File: config.mk
export PLATFORM = sky130hd
export DESIGN_NAME = quadtree_cell_code_unit_top
export DESIGN_NICKNAME = d
export VERILOG_FILES = /design/src/hdl/qccu_pkg.sv /design/src/hdl/qccu_engine.sv /design/src/hdl/quadtree_cell_code_unit_top.sv
export VERILOG_INCLUDE_DIRS = /design/src /design/src/hdl
export SDC_FILE = /design/constraint.sdc
export NUM_CORES = 1
export LEC_CHECK = 0
export ABC_AREA = 1
export ABC_CLOCK_PERIOD_IN_PS = 8800
export CAP_MARGIN = 20
export CORE_MARGIN = 2
export CORE_UTILIZATION = 60
export DETAILED_ROUTE_END_ITERATION = 8
export DONT_BUFFER_PORTS = 1
export PLACE_DENSITY = 0.86
export SYNTH_ARGS = -nofsm -noshare
export SYNTH_HDL_FRONTEND = slang
export SYNTH_SLANG_ARGS = --single-unit
File: constraint.sdc
create_clock -name i_clk -period 8.8 [get_ports i_clk]
set_clock_uncertainty 0.1 [all_clocks]
set_input_delay 0.44 -clock i_clk [delete_from_list [all_inputs] [get_ports i_clk]]
set_output_delay 0.44 -clock i_clk [all_outputs]
set_load 0.01 [all_outputs]
File: src/hdl/quadtree_cell_code_unit_top_defines.svh
// Assertion macros shared by the quadtree cell code unit modules.
`ifndef QUADTREE_CELL_CODE_UNIT_TOP_DEFINES_SVH
`define QUADTREE_CELL_CODE_UNIT_TOP_DEFINES_SVH

// Same-cycle implication, disabled while reset is asserted.
`define QC_ASSERT_IMP(lbl, clk, rst_n, ante, cons) \
    lbl: assert property (@(posedge clk) disable iff (!(rst_n)) (ante) |-> (cons)) \
        else $error("qccu: same-cycle check failed");

// Next-cycle implication, disabled while reset is asserted.
`define QC_ASSERT_NXT(lbl, clk, rst_n, ante, cons) \
    lbl: assert property (@(posedge clk) disable iff (!(rst_n)) (ante) |=> (cons)) \
        else $error("qccu: next-cycle check failed");

`endif

File: src/hdl/qccu_pkg.sv
// Types, codes and constants of the quadtree cell code unit.
package qccu_pkg;

    localparam int CODE_W  = 63;
    localparam int COORD_W = 31;
    localparam int LVL_W   = 5;
    localparam int FUNC_W  = 2;

    localparam logic [LVL_W-1:0]  MAX_LEVEL = LVL_W'(31);
    // last bit pair of a code; the lowest "pair" is bit 0 alone
    localparam logic [LVL_W-1:0]  LAST_PAIR = LVL_W'(CODE_W / 2);
    localparam logic [CODE_W-1:0] ROOT_CODE = CODE_W'(1) << (CODE_W - 1);

    localparam logic [FUNC_W-1:0] FUNC_ENCODE   = 2'd0;
    localparam logic [FUNC_W-1:0] FUNC_DECODE   = 2'd1;
    localparam logic [FUNC_W-1:0] FUNC_ANCESTOR = 2'd2;

    typedef struct packed {
        logic [FUNC_W-1:0]  func;
        logic [COORD_W-1:0] x;
        logic [COORD_W-1:0] y;
        logic [LVL_W-1:0]   level;
        logic [CODE_W-1:0]  id_a;
        logic [CODE_W-1:0]  id_b;
    } t_in_item;

    typedef struct packed {
        logic [CODE_W-1:0]  cell_id;
        logic [COORD_W-1:0] out_x;
        logic [COORD_W-1:0] out_y;
        logic [LVL_W-1:0]   out_level;
    } t_out_item;

    typedef struct packed {
        logic idle;
        logic done;
    } t_eng_sts;

    typedef enum logic [2:0] {
        ST_IDLE = 3'b001,
        ST_RUN  = 3'b010,
        ST_FIN  = 3'b100
    } t_state;

endpackage

File: src/hdl/qccu_engine.sv
// Level-serial engine: encode, decode and common ancestor, one bit pair per cycle.
`include "quadtree_cell_code_unit_top_defines.svh"

module qccu_engine (
    input  logic                i_clk,
    input  logic                i_rst_n,
    input  logic                i_start,
    input  qccu_pkg::t_in_item  i_item,
    input  logic                i_take,
    output qccu_pkg::t_eng_sts  o_sts,
    output qccu_pkg::t_out_item o_res
);
    import qccu_pkg::*;

    t_state              r_state, n_state;
    logic [FUNC_W-1:0]   r_func, n_func;
    logic [LVL_W-1:0]    r_lvl, n_lvl;
    logic [LVL_W-1:0]    r_cnt, n_cnt;
    logic                r_same, n_same;
    logic [COORD_W-1:0]  r_x, n_x;
    logic [COORD_W-1:0]  r_y, n_y;
    logic [CODE_W-1:0]   r_sa, n_sa;
    logic [CODE_W-1:0]   r_sb, n_sb;
    logic [CODE_W-1:0]   r_hold, n_hold;
    logic [CODE_W-1:0]   r_acc, n_acc;
    logic                pair_more;
    logic                pair_diff;
    logic                enc_busy;
    logic [CODE_W-1:0]   anc_code;

    // a pair is part of the decoded path while some bit below its upper bit is set
    assign pair_more = |r_sa[CODE_W-2:0];
    assign pair_diff = (r_sa[CODE_W-1:CODE_W-2] != r_sb[CODE_W-1:CODE_W-2]);
    assign enc_busy  = (r_state == ST_RUN) && (r_func == FUNC_ENCODE);

    always_comb begin
        n_state = r_state;
        n_func  = r_func;
        n_lvl   = r_lvl;
        n_cnt   = r_cnt;
        n_same  = r_same;
        n_x     = r_x;
        n_y     = r_y;
        n_sa    = r_sa;
        n_sb    = r_sb;
        n_hold  = r_hold;
        n_acc   = r_acc;
        case (r_state)
            ST_IDLE: begin
                if (i_start) begin
                    n_state = ST_RUN;
                    n_func  = i_item.func;
                    n_lvl   = (i_item.level > MAX_LEVEL) ? MAX_LEVEL : i_item.level;
                    n_cnt   = '0;
                    n_same  = 1'b0;
                    n_x     = (i_item.func == FUNC_ENCODE) ? i_item.x : '0;
                    n_y     = (i_item.func == FUNC_ENCODE) ? i_item.y : '0;
                    n_sa    = i_item.id_a;
                    n_sb    = i_item.id_b;
                    n_hold  = i_item.id_a;
                    // encode starts at the root marker and grows the code above it; ancestor sweeps a clear mask
                    n_acc   = (i_item.func == FUNC_ENCODE) ? ROOT_CODE : '1;
                end
            end
            ST_RUN: begin
                case (r_func)
                    FUNC_ENCODE: begin
                        if (r_cnt == r_lvl) begin
                            n_state = ST_FIN;
                        end else begin
                            // insert the next pair on top, push the marker down
                            n_acc = {r_x[0], r_y[0], r_acc[CODE_W-1:2]};
                            n_x   = r_x >> 1;
                            n_y   = r_y >> 1;
                            n_cnt = r_cnt + LVL_W'(1);
                        end
                    end
                    FUNC_DECODE: begin
                        if (!pair_more) begin
                            n_state = ST_FIN;
                        end else begin
                            n_x   = {r_x[COORD_W-2:0], r_sa[CODE_W-1]};
                            n_y   = {r_y[COORD_W-2:0], r_sa[CODE_W-2]};
                            n_sa  = {r_sa[CODE_W-3:0], 2'b00};
                            n_cnt = r_cnt + LVL_W'(1);
                        end
                    end
                    FUNC_ANCESTOR: begin
                        if (pair_diff) begin
                            n_state = ST_FIN;
                        end else if (r_cnt == LAST_PAIR) begin
                            n_state = ST_FIN;
                            n_same  = 1'b1;
                        end else begin
                            n_sa  = {r_sa[CODE_W-3:0], 2'b00};
                            n_sb  = {r_sb[CODE_W-3:0], 2'b00};
                            n_acc = {2'b00, r_acc[CODE_W-1:2]};
                            n_cnt = r_cnt + LVL_W'(1);
                        end
                    end
                    default: begin
                        n_state = ST_FIN;
                    end
                endcase
            end
            ST_FIN: begin
                if (i_take) begin
                    n_state = ST_IDLE;
                end
            end
            default: begin
                n_state = ST_IDLE;
            end
        endcase
    end

    always_ff @(posedge i_clk) begin
        if (!i_rst_n) begin
            r_state <= ST_IDLE;
        end else begin
            r_state <= n_state;
        end
    end

    always_ff @(posedge i_clk) begin
        r_func <= n_func;
        r_lvl  <= n_lvl;
        r_cnt  <= n_cnt;
        r_same <= n_same;
        r_x    <= n_x;
        r_y    <= n_y;
        r_sa   <= n_sa;
        r_sb   <= n_sb;
        r_hold <= n_hold;
        r_acc  <= n_acc;
    end

    // keep id_a above the first differing pair, marker at its upper bit (bit 1 for the lowest pair)
    always_comb begin
        if (r_same) begin
            anc_code = r_hold;
        end else if (r_cnt == LAST_PAIR) begin
            anc_code = {r_hold[CODE_W-1:2], 2'b10};
        end else begin
            anc_code = (r_hold & ~r_acc) | (r_acc & ~(r_acc >> 1));
        end
    end

    always_comb begin
        o_res = '0;
        case (r_func)
            FUNC_ENCODE: begin
                o_res.cell_id = r_acc;
            end
            FUNC_DECODE: begin
                o_res.out_x     = r_x;
                o_res.out_y     = r_y;
                o_res.out_level = r_cnt;
            end
            FUNC_ANCESTOR: begin
                o_res.cell_id = anc_code;
            end
            default: begin
                o_res = '0;
            end
        endcase
    end

    assign o_sts.idle = (r_state == ST_IDLE);
    assign o_sts.done = (r_state == ST_FIN);

    `QC_ASSERT_IMP(a_start_when_idle, i_clk, i_rst_n, i_start, r_state == ST_IDLE)
    `QC_ASSERT_IMP(a_enc_cnt_bound, i_clk, i_rst_n, enc_busy, r_cnt <= r_lvl)
    `QC_ASSERT_NXT(a_take_to_idle, i_clk, i_rst_n, o_sts.done && i_take, o_sts.idle)
    `QC_ASSERT_IMP(a_same_only_anc, i_clk, i_rst_n, o_sts.done && r_same, r_func == FUNC_ANCESTOR)

endmodule

File: src/hdl/quadtree_cell_code_unit_top.sv
// Top level of the quadtree cell code unit: input handshake, engine and output register.
// Encode and decode walk the levels one at a time; the output register then takes the result.
// Ancestor stops at the first differing pair, else at the last; unused codes finish directly.
// One item at a time: a new input beat is taken only once the engine is idle again.
// A finished result waits in the engine while the output register is still held.
// Reset (synchronous, active low) empties the engine and the output register; no clearing pass.
`include "quadtree_cell_code_unit_top_defines.svh"

module quadtree_cell_code_unit_top (
    input  logic                i_clk,
    input  logic                i_rst_n,
    input  logic                i_valid,
    output logic                o_ready,
    input  qccu_pkg::t_in_item  i_item,
    output logic                o_valid,
    input  logic                i_ready,
    output qccu_pkg::t_out_item o_result
);
    import qccu_pkg::*;

    t_eng_sts   eng_sts;
    t_out_item  eng_res;
    logic       start;
    logic       take;
    logic       r_out_vld, n_out_vld;
    t_out_item  r_out;

    assign o_ready = eng_sts.idle;
    assign start   = i_valid && o_ready;
    // move the finished result into the output register once it is free
    assign take    = eng_sts.done && (!r_out_vld || i_ready);

    qccu_engine u_engine (
        .i_clk   (i_clk),
        .i_rst_n (i_rst_n),
        .i_start (start),
        .i_item  (i_item),
        .i_take  (take),
        .o_sts   (eng_sts),
        .o_res   (eng_res)
    );

    always_comb begin
        if (take) begin
            n_out_vld = 1'b1;
        end else if (i_ready) begin
            n_out_vld = 1'b0;
        end else begin
            n_out_vld = r_out_vld;
        end
    end

    always_ff @(posedge i_clk) begin
        if (!i_rst_n) begin
            r_out_vld <= 1'b0;
        end else begin
            r_out_vld <= n_out_vld;
        end
    end

    always_ff @(posedge i_clk) begin
        if (take) begin
            r_out <= eng_res;
        end
    end

    assign o_valid  = r_out_vld;
    assign o_result = r_out;

    `QC_ASSERT_IMP(a_ready_not_done, i_clk, i_rst_n, o_ready, !eng_sts.done)
    `QC_ASSERT_NXT(a_busy_after_beat, i_clk, i_rst_n, start, !o_ready)
    `QC_ASSERT_NXT(a_drain_empties, i_clk, i_rst_n, o_valid && i_ready && !take, !o_valid)

endmodule

==> summary.txt <==
Worst setup path
  • Reg2Reg Depth: 9
  • WP data required: 8880 ps
  • CP cell instances: nand3_4 -> inv_6 -> buf_4 -> nand2_1 -> nor2_1 -> nor2_4 -> nand2_2 -> nand2_1 -> o21ai_1
  • Kind of critical path: flip-flop to flip-flop
  • CP Launch Point: u_engine.r_state[1]
  • Data arrival, critical path: 4190 ps
  • Instance count on the critical path: 9
  • Worst Path Max Fanout: 104
  • Crit path capture type: flip-flop
  • Worst setup path endpoint: u_engine.r_cnt[0]
  • CP peak stage delay: 960 ps
  • Worst R2R Start: u_engine.r_state[1]
  • R2R Setup Slk: 4700 ps
  • CP Launch Type: flip-flop
  • Crit path buf inv count: 2
  • Critical-path top delay cell: buf_4
  • Most frequent CP cell: nand2_1
  • Capture point of the worst reg-to-reg path: u_engine.r_cnt[0]
  • Cell family with most CP delay: buffers and inverters

Die
  • Row cnt: 66
  • Die Ht: 185 µm
  • Initial Util: 60.6%
  • Die X-Extent: 185 µm
  • Core Region: 32400 µm²
  • I/O pin total: 331
  • Die area: 34200 µm²

Detailed routing
  • Routed vias/inst: 6.00
  • Pre-antenna DRT Iters: 6
  • Initial drt markers: 1664
  • Routed len/inst: 21.4 µm
  • Final WL: 49.0 mm
  • Post-route ant nets: 0
  • Vias: 13734
  • Residual DRC: 0

Timing
  • Max Fclk: 244 MHz
  • Min setup slack post-route: 4700 ps
  • RSZ-0062 raised after global routing: no
  • Post-layout min period: 4100 ps
  • Final setup viols: 0
  • Final hold vios: 0
  • Crit share post-route: 46.6%
  • Max-Slew Margin vs Limit: 25.4%
  • WHS: 4.84 ps
  • Worst-Margin Slew: 1120 ps
  • Setup_tns: 0 ps
  • Max-slew violations: 0

Placed design
  • Input/output buffers: 0
  • Dpl hpwl: 28.3 mm
  • GP Congestion: 0.826
  • DP Worst Slack: 4760 ps

Synth
  • Yosys warning count: 0
  • Post-synth top cells: 457 x edfxtp_1, 448 x nand2_1, 154 x inv_1
  • Synthesized area: 19600 µm²
  • Top cell type's share of synthesized area: 69.9%
  • Top cells by area, synth: edfxtp_1 70%, nand2_1 8.6%, inv_1 2.9%
  • Ys async rst share: 0%
  • Synth area leader: edfxtp_1
  • Flops & latches, synth: 461
  • Ys flop type: edfxtp_1
  • Synth unique cells: 34
  • Post-Synthesis Cells: 1700
  • Synthesized area per cell: 11.5 µm²
  • Cell with the most instances after synthesis: edfxtp_1
  • Mapped Nets: 1901
  • Sequential cell area fraction in the yosys report: 70.3%
  • EDFF count, synth: 457

Min path
  • Worst Hold Launch: i_item[13]
  • Hold/Removal Path Class: input port to flip-flop

GRT
  • Global-route wire length before repair: 73.3 mm
  • Initial antenna violation count: 7
  • Pin count of the biggest net entering global routing: 130
  • Vias in the first global route: 13282
  • Global Route Usage Sum: 27.7%
  • Total grt overflow: 0

Clock network
  • CTS clk-pin slew, worst paths: 60 ps
  • Worst-Skew Late Latency: 550 ps
  • Root buffer cell: clkbuf_16
  • Num CTS Buffers: 46
  • Post-CTS Setup Bufs: 0
  • TritonCTS clock tree: built
  • CTS sink count: 461
  • H-tree levels: 2
  • Clock buffer depth: 3

Finish
  • Area Overhead vs Synth: 16.1%
  • Proportion of layout cells with a drive suffix above 1: 6.57%
  • Fin nets: 2008

Job
  • Max-cap viol count: 0

Pwr
  • Total power: 7350 µW
  • LEAKAGE: 0.00855 µW
  • VDD IR-drop max: 0.232 mV
  • Cell Pwr Density: 323 nW/µm²

Run status
  • Status: finished, final reports clean
-- worst min-delay path by stage --
stage	end	depth (start not counted)
after detailed placement	u_engine.r_sb[41]	2
after CTS	u_engine.r_y[28]	2
after global placement	u_engine.r_sb[41]	2
after floorplan	u_engine.r_sb[10]	2
final	u_engine.r_sb[13]	2
after global routing	u_engine.r_sb[50]	2
-- power by group --
part           total [µW]  switching, µW  internal [µW]  leakage, µW
clock                1950            825           1130     0.000729
combinational        1710           1280            429      0.00352
sequential           3690            307           3380      0.00430
-- layer usage --
layer  share of wire (%)  GRT usage (%)
met5               0.057              0
met4                 3.7           11.7
met3                  10           7.06
met2                  49           46.3
met1                  37           34.5
-- area by class of cell --
cell class,instances,area [µm²]
fillers,2064,9580
clock inverters,27,233
diodes,5,12.5
flip-flops and latches,461,13800
well taps,442,553
repair buffers,156,1560
multi-input cells,979,4750
clock buffers,56,1250
inverters,163,617
-- logic make-up (layout without fill, tap and decap cells) --
logic type,after synthesis,in the layout,share of synthesized area (%)
AO/OA/AOI/OAI,314,314,10.2
XOR/XNOR,4,4,0.179
adder cells (fa/ha/maj),2,2,0.127
buffers and inverters,260,402,5.74
flip-flops,461,461,70.3
other,0,5,0
AND/OR/NAND/NOR,659,659,13.4
-- cell usage in the layout, fill, tap and decap left out, types with 3 or more instances in the layout --
master | synthesis | layout
clkinv_2 | 0 | 8
nor2_1 | 129 | 126
clkinv_1 | 1 | 13
edfxtp_1 | 457 | 457
nand3_1 | 12 | 12
inv_1 | 154 | 153
nor3_1 | 52 | 52
o22ai_1 | 10 | 10
buf_4 | 12 | 14
nand2_2 | 3 | 4
nor2_2 | 4 | 3
o32ai_1 | 52 | 52
nand2_1 | 448 | 447
o21ai_0 | 111 | 111
bufinv_16 | 0 | 4
a21oi_1 | 69 | 67
nor2_4 | 5 | 9
xnor2_1 | 3 | 3
diode_2 | 0 | 5
o31ai_1 | 8 | 8
o211ai_2 | 10 | 10
o211ai_1 | 10 | 10
clkbuf_1 | 30 | 7
clkbuf_16 | 0 | 49
dlygate4sd3_1 | 0 | 139
dfxtp_1 | 4 | 4
a22oi_1 | 40 | 40
inv_2 | 8 | 8
-- state kept, by name (all words and copies together), names as in the netlist --
name,flops
u_engine.r_cnt,5
u_engine.r_acc,63
u_engine.r_y,31
u_engine.r_sa,63
u_engine.r_func,2
u_engine.r_state,3
o_result,130
u_engine.r_hold,63
u_engine.r_sb,63
u_engine.r_x,31
u_engine.r_same,1
o_valid,1
u_engine.r_lvl,5
-- stage by stage --
stage / instances / utilization [%] / instance area (µm²)
floorplan: 1700 / - / 19600
global placement: 2059 / 61.3 / 19800
detailed placement: 2059 / 61.3 / 19800
CTS: 2280 / 70.1 / 22700
global route: 2288 / 70.4 / 22800
finish: 2289 / 70.4 / 22800
-- what timing repair did --
item	4_1_cts	5_1_grt
gates resized for setup	0	0
hold buffers	138	1
hold endpoints to repair	195	1
setup endpoints to repair	0	0
Power figures use the tool's default switching activity.
